===== config.mk =====
export PLATFORM = sky130hd
export DESIGN_NAME = token_bucket_pacer_with_reserve
export DESIGN_NICKNAME = d
export VERILOG_FILES = /design/src/hdl/tbp_pkg.sv /design/src/hdl/tbp_queue.sv /design/src/hdl/tbp_front.sv /design/src/hdl/tbp_engine.sv /design/src/hdl/token_bucket_pacer_with_reserve.sv
export VERILOG_INCLUDE_DIRS = /design/src /design/src/hdl
export SDC_FILE = /design/constraint.sdc
export NUM_CORES = 2
export LEC_CHECK = 0
export BUFFER_PORTS_ARGS = -buffer_cell sky130_fd_sc_hd__buf_2
export CORE_AREA = 4 4 318 320
export CTS_CLUSTER_DIAMETER = 50
export CTS_CLUSTER_SIZE = 14
export DETAILED_ROUTE_END_ITERATION = 6
export DIE_AREA = 0 0 322 324
export PLACE_DENSITY = 0.77
export SYNTH_ARGS = -nofsm -noshare
export SYNTH_HDL_FRONTEND = slang
export SYNTH_HIERARCHICAL = 1
export SYNTH_SLANG_ARGS = --single-unit

===== constraint.sdc =====
create_clock -name aclk -period 44.6 [get_ports aclk]
set_input_delay 8.92 -clock aclk [delete_from_list [all_inputs] [get_ports aclk]]
set_output_delay 8.92 -clock aclk [all_outputs]
set_load 0.005 [all_outputs]

===== src/hdl/token_bucket_pacer_with_reserve_macros.svh =====
// Assertion helpers shared by the pacer's RTL.
`ifndef TOKEN_BUCKET_PACER_WITH_RESERVE_MACROS_SVH
`define TOKEN_BUCKET_PACER_WITH_RESERVE_MACROS_SVH

// Condition must hold at every edge outside reset.
`define TBP_ASSERT_ALWAYS(name, expr, msg) \
    name: assert property (@(posedge aclk) disable iff (!aresetn) (expr)) \
        else $error(msg);

// Consequent must hold in the same cycle as the antecedent.
`define TBP_ASSERT_IMPLIES(name, ante, cons, msg) \
    name: assert property (@(posedge aclk) disable iff (!aresetn) (ante) |-> (cons)) \
        else $error(msg);

`endif


===== src/hdl/tbp_pkg.sv =====
`default_nettype none

package tbp_pkg;

    // Field widths
    localparam int CAP_W        = 16;
    localparam int PCT_W        = 7;
    localparam int LEVEL_W      = 26;
    localparam int WAIT_W       = 11;
    localparam int CNT_OUT_W    = 32;
    localparam int FLOOR_UNIT_W = CAP_W + PCT_W;
    localparam int DIV_W        = LEVEL_W + 1;
    localparam int DIV_IDX_W    = 4;
    localparam int CFG_IDX_W    = 1;

    // Constants of the bucket arithmetic
    localparam logic [9:0]         MILLI      = 10'd1000;
    localparam logic [PCT_W-1:0]   PCT_MAX    = 7'd90;
    localparam logic [3:0]         PCT_SCALE  = 4'd10;
    localparam logic [CAP_W-1:0]   CAP_RESET  = 16'd10;
    localparam logic [PCT_W-1:0]   PCT_RESET  = 7'd0;
    localparam logic [LEVEL_W-1:0] LEVEL_MAX  = 26'd65535000;
    localparam logic [WAIT_W-1:0]  WAIT_MAX   = 11'd1900;
    localparam logic [DIV_IDX_W-1:0] DIV_TOP  = 4'(WAIT_W - 1);

    // Register indexes of the configuration port
    localparam logic [CFG_IDX_W-1:0] REG_CAPACITY = 1'b0;
    localparam logic [CFG_IDX_W-1:0] REG_RESERVE  = 1'b1;

    // Queue between the front and the engine
    localparam int Q_DEPTH = 4;
    localparam int Q_PTR_W = 2;
    localparam int Q_CNT_W = 3;

    typedef enum logic {
        CMD_ACQUIRE = 1'b0,
        CMD_WAIT    = 1'b1
    } cmd_t;

    typedef enum logic [1:0] {
        CLS_ENTRY   = 2'd0,
        CLS_READ    = 2'd1,
        CLS_PROTECT = 2'd2
    } cls_t;

    // Decoded beat control, time travels beside it
    typedef struct packed {
        cmd_t cmd;
        cls_t cls;
        logic use_floor;
    } item_ctl_t;

    localparam int ITEM_CTL_W = $bits(item_ctl_t);

    // Result beat, last field in the lowest bits
    typedef struct packed {
        logic [CNT_OUT_W-1:0] refused_protect_total;
        logic [CNT_OUT_W-1:0] refused_read_total;
        logic [CNT_OUT_W-1:0] refused_entry_total;
        logic [CNT_OUT_W-1:0] granted_total;
        logic [LEVEL_W-1:0]   level_milli;
        logic [WAIT_W-1:0]    wait_ms;
        logic                 granted;
    } result_t;

    localparam int RES_W     = $bits(result_t);
    localparam int M_TDATA_W = ((RES_W + 7) / 8) * 8;

endpackage

`default_nettype wire


===== src/hdl/tbp_queue.sv =====
`default_nettype none

module tbp_queue #(
    parameter int WIDTH = 51
) (
    input  wire logic             aclk,
    input  wire logic             aresetn,
    input  wire logic             push_valid,
    output logic                  push_ready,
    input  wire logic [WIDTH-1:0] push_data,
    output logic                  pop_valid,
    input  wire logic             pop_ready,
    output logic [WIDTH-1:0]      pop_data
);
    import tbp_pkg::*;

    logic [WIDTH-1:0]   mem [Q_DEPTH];
    logic [Q_PTR_W-1:0] wr_ptr_reg, rd_ptr_reg;
    logic [Q_CNT_W-1:0] count_reg;
    logic               do_push, do_pop;

    assign push_ready = (count_reg != Q_CNT_W'(Q_DEPTH));
    assign pop_valid  = (count_reg != '0);
    assign pop_data   = mem[rd_ptr_reg];
    assign do_push    = push_valid && push_ready;
    assign do_pop     = pop_valid && pop_ready;

    // Store the beat at the write pointer
    always_ff @(posedge aclk) begin
        if (do_push) begin
            mem[wr_ptr_reg] <= push_data;
        end
    end

    // Advance pointers and fill count
    always_ff @(posedge aclk) begin
        if (!aresetn) begin
            wr_ptr_reg <= '0;
            rd_ptr_reg <= '0;
            count_reg  <= '0;
        end else begin
            if (do_push) begin
                wr_ptr_reg <= wr_ptr_reg + 1'b1;
            end
            if (do_pop) begin
                rd_ptr_reg <= rd_ptr_reg + 1'b1;
            end
            if (do_push && !do_pop) begin
                count_reg <= count_reg + 1'b1;
            end else if (do_pop && !do_push) begin
                count_reg <= count_reg - 1'b1;
            end
        end
    end

endmodule

`default_nettype wire


===== src/hdl/tbp_front.sv =====
`default_nettype none

module tbp_front #(
    parameter int TIME_BITS = 48,
    parameter int S_TDATA_W = 56
) (
    input  wire logic                 aclk,
    input  wire logic                 aresetn,
    input  wire logic                 s_axis_tvalid,
    output logic                      s_axis_tready,
    input  wire logic [S_TDATA_W-1:0] s_axis_tdata,
    output logic                      push_valid,
    input  wire logic                 push_ready,
    output tbp_pkg::item_ctl_t        push_ctl,
    output logic [TIME_BITS-1:0]      push_now
);
    import tbp_pkg::*;

    logic                 valid_reg, valid_next;
    item_ctl_t            ctl_reg, ctl_dec;
    logic [TIME_BITS-1:0] now_reg;
    logic                 accept;

    assign s_axis_tready = !valid_reg || push_ready;
    assign accept        = s_axis_tvalid && s_axis_tready;
    assign push_valid    = valid_reg;
    assign push_ctl      = ctl_reg;
    assign push_now      = now_reg;

    // Classify the beat: unknown classes fall to protection
    always_comb begin
        ctl_dec.cmd = cmd_t'(s_axis_tdata[0]);
        case (s_axis_tdata[2:1])
            CLS_ENTRY: ctl_dec.cls = CLS_ENTRY;
            CLS_READ:  ctl_dec.cls = CLS_READ;
            default:   ctl_dec.cls = CLS_PROTECT;
        endcase
        ctl_dec.use_floor = (ctl_dec.cls inside {CLS_ENTRY, CLS_READ});
    end

    // Hold the decoded beat until the queue takes it
    always_comb begin
        valid_next = valid_reg;
        if (accept) begin
            valid_next = 1'b1;
        end else if (push_ready) begin
            valid_next = 1'b0;
        end
    end

    always_ff @(posedge aclk) begin
        if (!aresetn) begin
            valid_reg <= 1'b0;
        end else begin
            valid_reg <= valid_next;
        end
    end

    always_ff @(posedge aclk) begin
        if (accept) begin
            ctl_reg <= ctl_dec;
            now_reg <= s_axis_tdata[TIME_BITS+2:3];
        end
    end

endmodule

`default_nettype wire


===== src/hdl/tbp_engine.sv =====
`default_nettype none

module tbp_engine #(
    parameter int TIME_BITS  = 48,
    parameter int COUNT_BITS = 32
) (
    input  wire logic                         aclk,
    input  wire logic                         aresetn,
    input  wire logic                         cfg_we,
    input  wire logic [tbp_pkg::CFG_IDX_W-1:0] cfg_index,
    input  wire logic [tbp_pkg::CAP_W-1:0]    cfg_wdata,
    input  wire logic                         pop_valid,
    output logic                              pop_ready,
    input  wire tbp_pkg::item_ctl_t           pop_ctl,
    input  wire logic [TIME_BITS-1:0]         pop_now,
    output logic                              res_valid,
    input  wire logic                         res_ready,
    output tbp_pkg::result_t                  res
);
    import tbp_pkg::*;

    typedef enum logic [2:0] {
        ST_IDLE,
        ST_DELTA,
        ST_SCALE,
        ST_LEVEL,
        ST_APPLY,
        ST_DIVIDE,
        ST_DONE
    } state_t;

    // Control and bucket state
    state_t                state_reg, state_next;
    logic                  res_valid_reg, res_valid_next;
    logic [CAP_W-1:0]      cap_reg, cap_next;
    logic [PCT_W-1:0]      pct_reg, pct_next;
    logic [LEVEL_W-1:0]    level_reg, level_next;
    logic [TIME_BITS-1:0]  last_reg, last_next;
    logic [COUNT_BITS-1:0] grant_cnt_reg, grant_cnt_next;
    logic [COUNT_BITS-1:0] ref_entry_reg, ref_entry_next;
    logic [COUNT_BITS-1:0] ref_read_reg, ref_read_next;
    logic [COUNT_BITS-1:0] ref_prot_reg, ref_prot_next;

    // Per-beat work registers
    item_ctl_t             ctl_reg;
    logic [TIME_BITS-1:0]  now_reg;
    logic                  now_gt_reg, dt_big_reg;
    logic [9:0]            dt_lo_reg;
    logic [LEVEL_W-1:0]    full_reg, floor_reg, add_reg, have_reg, target_reg;
    logic [FLOOR_UNIT_W-1:0] floor_unit_reg;
    logic [DIV_W-1:0]      num_reg, num_next;
    logic [DIV_IDX_W-1:0]  bit_reg, bit_next;
    logic [WAIT_W-1:0]     quot_reg, quot_next;
    logic                  granted_reg, granted_next;
    result_t               res_reg, res_next;

    // Combinational helpers
    logic [CAP_W-1:0]      eff_cap, cfg_cap;
    logic [PCT_W-1:0]      eff_pct;
    logic [TIME_BITS-1:0]  dt;
    logic [DIV_W-1:0]      level_sum, div_step;
    logic                  load_res;

    assign eff_cap   = (cap_reg == '0) ? CAP_W'(1) : cap_reg;
    assign cfg_cap   = (cfg_wdata == '0) ? CAP_W'(1) : cfg_wdata;
    assign eff_pct   = (pct_reg > PCT_MAX) ? PCT_MAX : pct_reg;
    assign dt        = now_reg - last_reg;
    assign level_sum = {1'b0, level_reg} + {1'b0, add_reg};
    assign div_step  = DIV_W'(eff_cap) << bit_reg;
    assign load_res  = (state_reg == ST_DONE) && (!res_valid_reg || res_ready);

    assign pop_ready = (state_reg == ST_IDLE);
    assign res_valid = res_valid_reg;
    assign res       = res_reg;

    // Sequence one beat, then apply configuration writes
    always_comb begin
        state_next     = state_reg;
        res_valid_next = res_valid_reg;
        cap_next       = cap_reg;
        pct_next       = pct_reg;
        level_next     = level_reg;
        last_next      = last_reg;
        grant_cnt_next = grant_cnt_reg;
        ref_entry_next = ref_entry_reg;
        ref_read_next  = ref_read_reg;
        ref_prot_next  = ref_prot_reg;
        num_next       = num_reg;
        bit_next       = bit_reg;
        quot_next      = quot_reg;
        granted_next   = granted_reg;
        res_next       = res_reg;

        if (res_valid_reg && res_ready) begin
            res_valid_next = 1'b0;
        end

        case (state_reg)
            ST_IDLE: begin
                if (pop_valid) begin
                    state_next = ST_DELTA;
                end
            end
            ST_DELTA: state_next = ST_SCALE;
            ST_SCALE: state_next = ST_LEVEL;
            ST_LEVEL: state_next = ST_APPLY;
            ST_APPLY: begin
                granted_next = 1'b0;
                quot_next    = '0;
                state_next   = ST_DONE;
                if (ctl_reg.cmd == CMD_ACQUIRE) begin
                    level_next = have_reg;
                    if (now_gt_reg) begin
                        last_next = now_reg;
                    end
                    if (have_reg >= target_reg) begin
                        level_next     = have_reg - LEVEL_W'(MILLI);
                        grant_cnt_next = (grant_cnt_reg == '1) ? grant_cnt_reg
                                                               : grant_cnt_reg + 1'b1;
                        granted_next   = 1'b1;
                    end else begin
                        case (ctl_reg.cls)
                            CLS_ENTRY: ref_entry_next = (ref_entry_reg == '1) ? ref_entry_reg
                                                        : ref_entry_reg + 1'b1;
                            CLS_READ:  ref_read_next = (ref_read_reg == '1) ? ref_read_reg
                                                       : ref_read_reg + 1'b1;
                            default:   ref_prot_next = (ref_prot_reg == '1) ? ref_prot_reg
                                                       : ref_prot_reg + 1'b1;
                        endcase
                    end
                end else if (target_reg > have_reg) begin
                    // Ceiling division: bias the numerator by capacity minus one
                    num_next   = DIV_W'(target_reg - have_reg) + DIV_W'(eff_cap) - 1'b1;
                    bit_next   = DIV_TOP;
                    state_next = ST_DIVIDE;
                end
            end
            ST_DIVIDE: begin
                // One quotient bit per cycle, most significant first
                if (num_reg >= div_step) begin
                    num_next            = num_reg - div_step;
                    quot_next[bit_reg]  = 1'b1;
                end
                if (bit_reg == '0) begin
                    state_next = ST_DONE;
                end else begin
                    bit_next = bit_reg - 1'b1;
                end
            end
            ST_DONE: begin
                if (load_res) begin
                    res_next.granted               = granted_reg;
                    res_next.wait_ms               = quot_reg;
                    res_next.level_milli           = level_reg;
                    res_next.granted_total         = CNT_OUT_W'(grant_cnt_reg);
                    res_next.refused_entry_total   = CNT_OUT_W'(ref_entry_reg);
                    res_next.refused_read_total    = CNT_OUT_W'(ref_read_reg);
                    res_next.refused_protect_total = CNT_OUT_W'(ref_prot_reg);
                    res_valid_next                 = 1'b1;
                    state_next                     = ST_IDLE;
                end
            end
            default: state_next = ST_IDLE;
        endcase

        // Capacity write refills the bucket to full
        if (cfg_we) begin
            if (cfg_index == REG_CAPACITY) begin
                cap_next   = cfg_wdata;
                level_next = LEVEL_W'(cfg_cap) * LEVEL_W'(MILLI);
            end else begin
                pct_next = cfg_wdata[PCT_W-1:0];
            end
        end
    end

    // Hold state and result register
    always_ff @(posedge aclk) begin
        if (!aresetn) begin
            state_reg     <= ST_IDLE;
            res_valid_reg <= 1'b0;
            cap_reg       <= CAP_RESET;
            pct_reg       <= PCT_RESET;
            level_reg     <= LEVEL_W'(CAP_RESET) * LEVEL_W'(MILLI);
            last_reg      <= '0;
            grant_cnt_reg <= '0;
            ref_entry_reg <= '0;
            ref_read_reg  <= '0;
            ref_prot_reg  <= '0;
        end else begin
            state_reg     <= state_next;
            res_valid_reg <= res_valid_next;
            cap_reg       <= cap_next;
            pct_reg       <= pct_next;
            level_reg     <= level_next;
            last_reg      <= last_next;
            grant_cnt_reg <= grant_cnt_next;
            ref_entry_reg <= ref_entry_next;
            ref_read_reg  <= ref_read_next;
            ref_prot_reg  <= ref_prot_next;
        end
        res_reg     <= res_next;
        num_reg     <= num_next;
        bit_reg     <= bit_next;
        quot_reg    <= quot_next;
        granted_reg <= granted_next;
    end

    // Datapath stages of the refill and floor math
    always_ff @(posedge aclk) begin
        case (state_reg)
            ST_IDLE: begin
                ctl_reg <= pop_ctl;
                now_reg <= pop_now;
            end
            ST_DELTA: begin
                now_gt_reg     <= (now_reg > last_reg);
                dt_big_reg     <= (|dt[TIME_BITS-1:10]) || (dt[9:0] >= MILLI);
                dt_lo_reg      <= dt[9:0];
                full_reg       <= LEVEL_W'(eff_cap) * LEVEL_W'(MILLI);
                floor_unit_reg <= FLOOR_UNIT_W'(eff_cap) * FLOOR_UNIT_W'(eff_pct);
            end
            ST_SCALE: begin
                add_reg   <= LEVEL_W'(dt_lo_reg) * LEVEL_W'(eff_cap);
                floor_reg <= ctl_reg.use_floor
                           ? LEVEL_W'(floor_unit_reg) * LEVEL_W'(PCT_SCALE) : '0;
            end
            ST_LEVEL: begin
                target_reg <= floor_reg + LEVEL_W'(MILLI);
                if (last_reg == '0 || !now_gt_reg) begin
                    have_reg <= level_reg;
                end else if (dt_big_reg || level_sum > DIV_W'(full_reg)) begin
                    have_reg <= full_reg;
                end else begin
                    have_reg <= level_sum[LEVEL_W-1:0];
                end
            end
            default: ;
        endcase
    end

endmodule

`default_nettype wire


===== src/hdl/token_bucket_pacer_with_reserve.sv =====
`default_nettype none
`include "token_bucket_pacer_with_reserve_macros.svh"

// Token bucket pacer with a protected reserve, in milli-token fixed point.
// Each input beat is decoded and parked in a four-deep queue, so the slave
// side keeps taking beats while the engine works and while a result waits
// on the master side, as long as the queue has room. The engine handles one
// beat at a time: an acquire, or a wait query that needs no wait, passes
// through pop, three refill and floor stages, apply and result load; a wait
// query that must compute a delay also passes through the serial divider
// that yields one quotient bit of the ceiling division per cycle.
// Config writes are registered; a capacity write refills the bucket to full.
module token_bucket_pacer_with_reserve #(
    parameter int TIME_BITS  = 48,
    parameter int COUNT_BITS = 32
) (
    input  wire logic                               aclk,
    input  wire logic                               aresetn,
    // Configuration writes
    input  wire logic                               cfg_we,
    input  wire logic [tbp_pkg::CFG_IDX_W-1:0]      cfg_index,
    input  wire logic [tbp_pkg::CAP_W-1:0]          cfg_wdata,
    // Request beats
    input  wire logic                               s_axis_tvalid,
    output logic                                    s_axis_tready,
    // tdata: command, request_class, now_ms, zero pad
    input  wire logic [((TIME_BITS + 10) / 8) * 8 - 1:0] s_axis_tdata,
    // Result beats
    output logic                                    m_axis_tvalid,
    input  wire logic                               m_axis_tready,
    // tdata: granted, wait_ms, level_milli, granted_total,
    // refused_entry_total, refused_read_total, refused_protect_total, zero pad
    output logic [tbp_pkg::M_TDATA_W-1:0]           m_axis_tdata
);
    import tbp_pkg::*;

    localparam int S_TDATA_W = ((TIME_BITS + 10) / 8) * 8;
    localparam int Q_W       = ITEM_CTL_W + TIME_BITS;

    logic                 push_valid, push_ready, pop_valid, pop_ready;
    item_ctl_t            push_ctl;
    logic [TIME_BITS-1:0] push_now;
    logic [Q_W-1:0]       pop_data;
    result_t              res;

    // Accept and classify
    tbp_front #(
        .TIME_BITS (TIME_BITS),
        .S_TDATA_W (S_TDATA_W)
    ) u_front (
        .aclk          (aclk),
        .aresetn       (aresetn),
        .s_axis_tvalid (s_axis_tvalid),
        .s_axis_tready (s_axis_tready),
        .s_axis_tdata  (s_axis_tdata),
        .push_valid    (push_valid),
        .push_ready    (push_ready),
        .push_ctl      (push_ctl),
        .push_now      (push_now)
    );

    // Decouple front from engine
    tbp_queue #(
        .WIDTH (Q_W)
    ) u_queue (
        .aclk       (aclk),
        .aresetn    (aresetn),
        .push_valid (push_valid),
        .push_ready (push_ready),
        .push_data  ({push_ctl, push_now}),
        .pop_valid  (pop_valid),
        .pop_ready  (pop_ready),
        .pop_data   (pop_data)
    );

    // Refill, grant and wait computation
    tbp_engine #(
        .TIME_BITS  (TIME_BITS),
        .COUNT_BITS (COUNT_BITS)
    ) u_engine (
        .aclk      (aclk),
        .aresetn   (aresetn),
        .cfg_we    (cfg_we),
        .cfg_index (cfg_index),
        .cfg_wdata (cfg_wdata),
        .pop_valid (pop_valid),
        .pop_ready (pop_ready),
        .pop_ctl   (item_ctl_t'(pop_data[Q_W-1:TIME_BITS])),
        .pop_now   (pop_data[TIME_BITS-1:0]),
        .res_valid (m_axis_tvalid),
        .res_ready (m_axis_tready),
        .res       (res)
    );

    assign m_axis_tdata = {(M_TDATA_W - RES_W)'(0), res};

    // Result sanity and front stall check
    `TBP_ASSERT_IMPLIES(a_wait_range, m_axis_tvalid, res.wait_ms <= WAIT_MAX, "wait_ms out of range")
    `TBP_ASSERT_IMPLIES(a_grant_no_wait, m_axis_tvalid && res.granted, res.wait_ms == '0, "granted result carries a wait")
    `TBP_ASSERT_IMPLIES(a_level_cap, m_axis_tvalid, res.level_milli <= LEVEL_MAX, "level above full bucket")
    `TBP_ASSERT_IMPLIES(a_front_stall, push_valid && !push_ready, !s_axis_tready, "beat taken while queue full")

endmodule

`default_nettype wire


* Word level (Yosys, flattened, before mapping)
Memory sizes are Yosys's and may differ from the RTL's. A register that Yosys moved wholly into a read port is not among the register bits.
Index checks and enable logic that the tools add are counted.
** Word-level totals
- Memories kept :: 1
- Logic and storage cells :: 186
- Memory bits (writable) :: 208
- Input bits :: 78
- Output and inout port bits :: 170
- Flip-flop bits (word level) :: 660
** Cells by class
- $mul :: 5
- Eq/ne operators :: 21
- Reduce and logical (&&, ||, !) cells :: 45
- Bitwise gates (word level) :: 9
- Mux-type cells :: 39
- $lt $le $gt $ge :: 9
- Shift operators :: 1
- Add/sub/neg operators :: 17
** Memories
- u_queue.mem :: depth 4, bits a word 52, rd ports 1, clocked after Yosys merged registers in 1, write ports 1, line tbp_queue.sv:17 : logic [WIDTH-1:0] mem [Q_DEPTH];
** Operator list (number)
- 26-bit 2-to-1 mux :: 7
- 32-bit by 1-bit adder with 32-bit output, second input constant :: 4
- 32-bit == test, second input constant :: 4
- 27-bit 2-to-1 mux :: 3
- 27-bit case mux with 2 select lines :: 1
- 48-bit > comparator :: 1
- 48-bit logical NOT :: 1
- 48-bit subtractor :: 1
- 16-bit by 7-bit multiplier with 23-bit output, second input constant :: 2
- 38-bit OR reduction :: 1
- 16-bit logical NOT :: 2
- 16-bit 2-to-1 mux :: 2
- 26-bit by 26-bit adder with 27-bit output :: 1
- 27-bit by 16-bit adder with 27-bit output :: 1
- 27-bit >= comparator :: 1
- 27-bit by 26-bit > comparator with 1-bit output :: 1
- 16-bit by 4-bit << shifter with 27-bit output :: 1
- 26-bit by 26-bit subtractor with 27-bit output :: 1
- 27-bit by 1-bit subtractor with 27-bit output, second input constant :: 1
- 27-bit subtractor :: 1
- 26-bit by 10-bit adder with 26-bit output, second input constant :: 1
- 26-bit >= comparator :: 1
- 26-bit > comparator :: 1
- 10-bit by 16-bit multiplier with 26-bit output :: 1
- 44 further kinds :: 105

* Logic depth before layout (Yosys ltp)
- Depth in word-level cells :: 7
- Gate-level depth with buffers :: 29

* Cells and area by module
Netlist, hierarchy kept.
** By module, submodules not included
- tbp_engine :: times used 1, cells an instance 5138, area an instance 48901.9 um^2
- tbp_queue :: times used 1, cells an instance 320, area an instance 8060.2 um^2
- tbp_front :: times used 1, cells an instance 60, area an instance 1632.8 um^2
- token_bucket_pacer_with_reserve :: times used 1, cells an instance 3, area an instance 18.8 um^2

* Least setup slack after synthesis
Ideal clock, no wire load.
- Kind :: input-to-reg
- Start :: input port m_axis_tready
- End :: register u_engine.res_reg, in the netlist u_engine/res[0], enable pin
- Path slack :: 23.559 ns
- Stages on the path :: 2
- Library setup time :: 0.895 ns
- Data required time :: 43.705 ns
- Data arrival time :: 20.146 ns
- Cell sequence :: nor2b_1 -> nor3_1
** Between the ends
- Word-level cells in the longest chain between the ends :: 3
** RTL lines
- start: declaration :: line token_bucket_pacer_with_reserve.sv:30 : input wire logic m_axis_tready,
- 1-bit logical OR :: line tbp_engine.sv:70 : assign load_res = (state_reg == ST_DONE) && (!res_valid_reg || res_ready);
- 1-bit logical AND :: line tbp_engine.sv:70
- 2-bit AND reduction (no source line)
- end signal: assignment :: line tbp_engine.sv:202 : res_reg <= res_next;
- end: declaration :: line tbp_engine.sv:55 : result_t res_reg, res_next;
No other way between the ends.
A chain may end at the register's enable or synchronous reset.

* Worst setup path in the final report
- Start :: input port cfg_wdata[14] (netlist bit)
- End :: register u_engine.level_reg[25]
** Between the ends
- Word-level cells in the longest chain between the ends :: 5
** RTL lines
- start: declaration :: line token_bucket_pacer_with_reserve.sv:22 : input wire logic [tbp_pkg::CAP_W-1:0] cfg_wdata,
- 16-bit logical NOT :: line tbp_engine.sv:65 : assign cfg_cap = (cfg_wdata == '0) ? CAP_W'(1) : cfg_wdata;
- 16-bit 2-to-1 mux (*) :: line tbp_engine.sv:65
- 16-bit by 7-bit multiplier with 23-bit output (*) :: line tbp_engine.sv:170 : level_next = LEVEL_W'(cfg_cap) * LEVEL_W'(MILLI);
- 26-bit 2-to-1 mux (*) :: line tbp_engine.sv:168 : if (cfg_index == REG_CAPACITY) begin
- 26-bit 2-to-1 mux (*) :: line tbp_engine.sv:167 : if (cfg_we) begin
- end signal: assignment :: line tbp_engine.sv:184 : level_reg <= LEVEL_W'(CAP_RESET) * LEVEL_W'(MILLI);
- end signal: assignment :: line tbp_engine.sv:195 : level_reg <= level_next;
- end: declaration :: line tbp_engine.sv:37 : logic [LEVEL_W-1:0] level_reg, level_next;
Every way passes the cells marked *; elsewhere a longest branch is shown, timed or not.

==> results.yml <==
grt:
  antenna_found_initial: 6
  grt_use_total_pct: 27.96
  grt_pass1_vias: 41290
  grt_pass1_wl_um: 228600
  grt_max_degree: 97
  grt_remaining_overflow: 0
sta:
  final.setup.tns_ps: 0
  final.setup_skew_ps: 47.31
  drv_slew: 0
  setup_viol: 0
  hold_viol: 0
  post-route-period-util_pct: 33.32
  period_minus_slack_ps: 14860
  fmax_mhz: 67.30
  timing.slew.headroom_pct: 28.15
  max_slew.worst_pin.slew_ps: 1078
  rsz0062_at_grt: "false"
worst_setup_path:
  critical_path_class: "in -> reg"
  crit_fanout: 14
  crit_path_end_kind: "flop"
  critPathArrivalTime_ps: 15420
  critPathRequiredTime_ps: 45160
  start_kind: "input port"
layout:
  mostFrequentLayoutCell: "edfxtp_1"
  area_growth_pct: 9.922
  seq_area_sq_mm: 0.02524
  drive_gt1_share_pct: 9.843
  largest_register_ffs: 208
  final_nets: 6571
  fin_area_sq_mm: 0.06443
  final_cell_mix: "681 x edfxtp_1, 629 x inv_1, 586 x nand2_1"
  multi_input_area_sq_mm: 0.03029
  fillers: 7493
yosys:
  synth_seq_cells: 920
  yosysSeqAreaShare_pct: 43.05
  syn-cell-area_sq_mm: 0.05861
  synth_top_flop_cell: "edfxtp_1"
  async_flop_share_pct: 0
  yosysUniqueCellTypes: 93
  synth-edff-count: 681
  syn_avg_cell_area_sq_um: 10.62
  synth_cells: 5521
  ys_warn_count: 6
power_and_ir_drop:
  power_switching_uw: 1331
  p_leak_uw: 0.02657
  p_seq_share_pct: 34.5
  worst_ir_drop_vdd_mv: 0.04834
  cellInternalPower_uw: 2162
  pwr-share-clk_pct: 23.5
  switching_share_pct: 38.11
  power_frac_comb_pct: 42.0
  cellPowerDensity_mw_per_mm2: 54.21
detailed_routing:
  postRouteAntennaNets: 0
  drtIter0Drc: 3672
  wl_um: 144800
  drc: 0
  dr.pass1.iters: 6
  wl_per_cell_um: 20.38
  vias: 42020
  vias_per_cell: 5.915
hold_path:
  min_path_type: "reg -> reg"
cts:
  cts_tree: "built"
  postCtsResizedCells: 0
  cts_made_buffers: 97
  htreeDepth: 3
  clock_sinks: 920
  clk_path_buf_depth: 3
  post-cts-setup-buffer-count: 0
  root_buffer: "clkbuf_16"
  clk_latency_ps: 710
  holdBufCountCts: 0
  path_clk_slew_ps: 60
placement:
  place.gp.congestion: 0.9410
  dp_hpwl_um: 107300
  place_area_sq_mm: 0.06112
  portBuffers: 240
floorplan:
  initial_utilization_pct: 59.73
  ios: 248
  die_w_um: 322
  die_h_um: 324
  core_area_sq_mm: 0.09813
  die_area_sq_mm: 0.1043
  fp-row-count: 115
outcome:
  status: "finished, final reports clean"
run:
  maxCapViolCount: 0
cells in the mapped netlist (10+ instances only):
cell type | instances | area [sq um]
or3_1 | 48 | 300.3
nor2b_1 | 34 | 212.7
nor3b_1 | 12 | 90.09
or2_2 | 20 | 125.1
nand2b_1 | 57 | 356.6
a21boi_0 | 14 | 105.1
a21o_1 | 73 | 548.0
o31ai_1 | 28 | 210.2
a31oi_1 | 44 | 275.3
mux2i_1 | 58 | 580.6
a2111oi_0 | 10 | 87.58
and4_1 | 24 | 210.2
dfxtp_1 | 239 | 4785
nor4_1 | 51 | 319.1
and2_1 | 63 | 394.1
nor2_1 | 361 | 1355
a211oi_1 | 27 | 202.7
buf_1 | 11 | 41.29
fa_1 | 309 | 6186
edfxtp_1 | 681 | 20450
o21a_1 | 43 | 322.8
mux4_2 | 51 | 1149
buf_2 | 11 | 55.05
xor2_1 | 83 | 727.0
a21oi_1 | 348 | 1742
xnor2_1 | 212 | 1857
o21bai_1 | 27 | 202.7
nand2_1 | 586 | 2200
inv_1 | 629 | 2361
clkbuf_1 | 154 | 578.1
nor3_1 | 89 | 445.4
ha_1 | 454 | 5680
o22ai_1 | 11 | 68.82
nand3_1 | 91 | 455.4
o211ai_1 | 20 | 150.1
o21ai_0 | 192 | 960.9
and3_1 | 114 | 713.2
nand4_1 | 77 | 481.7
cell type report:
cell class / count / share of cell area [%]
Antenna cell: 5 / 0.01942
Clock buffer: 132 / 4.146
Clock inverter: 48 / 0.9729
Inverter: 634 / 3.701
Multi-Input combinational cell: 3784 / 47.01
Sequential cell: 920 / 39.17
Tap cell: 1287 / 2.499
Timing Repair Buffer: 293 / 2.482
metal layers:
| layer | routed length (um) | vias up | global-route usage, % |
|---|---|---|---|
| met5 | 30 | - | 0 |
| met4 | 5533 | 6 | 10.64 |
| met3 | 9780 | 317 | 4.530 |
| met2 | 70100 | 1500 | 47.48 |
| met1 | 59310 | 20460 | 36.41 |
| li1 | - | 19730 | - |
power by group through the flow:
stage	clock, uW	sequential, uW	combinational, uW
CTS	839	1200	1460
floorplan	0	1160	1140
finish	821	1210	1470
detailed placement	0	1220	1440
global placement	0	1220	1410
global route	874	1220	1650
final timing paths:
| kind | start | end | slack [ps] | cells after the start |
|---|---|---|---|---|
| max | cfg_wdata[14] | u_engine/level_reg[25]$_SDFF_PN0_ | 29740 | 24 |
| min | u_engine/floor_reg[2]$_SDFFCE_PN0P_ | u_engine/target_reg[2]$_DFFE_PP_ | 420 | 0 |
| max reg2reg | u_engine/cap_reg[8]$_SDFFE_PN0P_ | u_engine/add_reg[24]$_DFFE_PP_ | 36220 | 26 |
| min reg2reg | u_engine/floor_reg[2]$_SDFFCE_PN0P_ | u_engine/target_reg[2]$_DFFE_PP_ | 420 | 0 |
logic make-up after synthesis:
logic type	share of synthesized area, %
AOI/OAI and AO/OA	9.950
xor gates and xnor gates	4.408
adders and majority gates	20.25
buffers and inverters	5.426
DFF	43.05
muxes	3.155
other	0.006398
and+or+nand+nor	13.76
worst max-delay path: stages:
cell	delay (ps)
buf_2	150
inv_1	90
ha_1	190
and4_1	230
nand4_1	220
or3_1	630
nand2_1	370
fa_1	490
fa_1	510
inv_1	50
fa_1	500
inv_1	60
fa_1	490
inv_1	40
ha_1	340
and2_1	170
a221o_1	310
a31o_2	240
o31ai_1	500
o2111a_1	320
o21ai_0	90
a31oi_1	200
xnor2_1	170
o22ai_1	110
per-stage QoR:
stage / hold WS [ps] / total power [uW] / cells / util (%) / worst slack [ps]
after global placement: 404.3 / 2630 / 6918 / 62.28 / 29090
after CTS: 420.9 / 3502 / 7098 / 65.64 / 29820
after floorplan: 400.3 / 2302 / 5522 / - / 23560
after detailed placement: 405.4 / 2665 / 6918 / 62.28 / 29130
after global routing: 432.5 / 3742 / 7100 / 65.65 / 29450
final: 420.0 / 3493 / 7103 / 65.66 / 29740
Power figures use the tool's default switching activity.
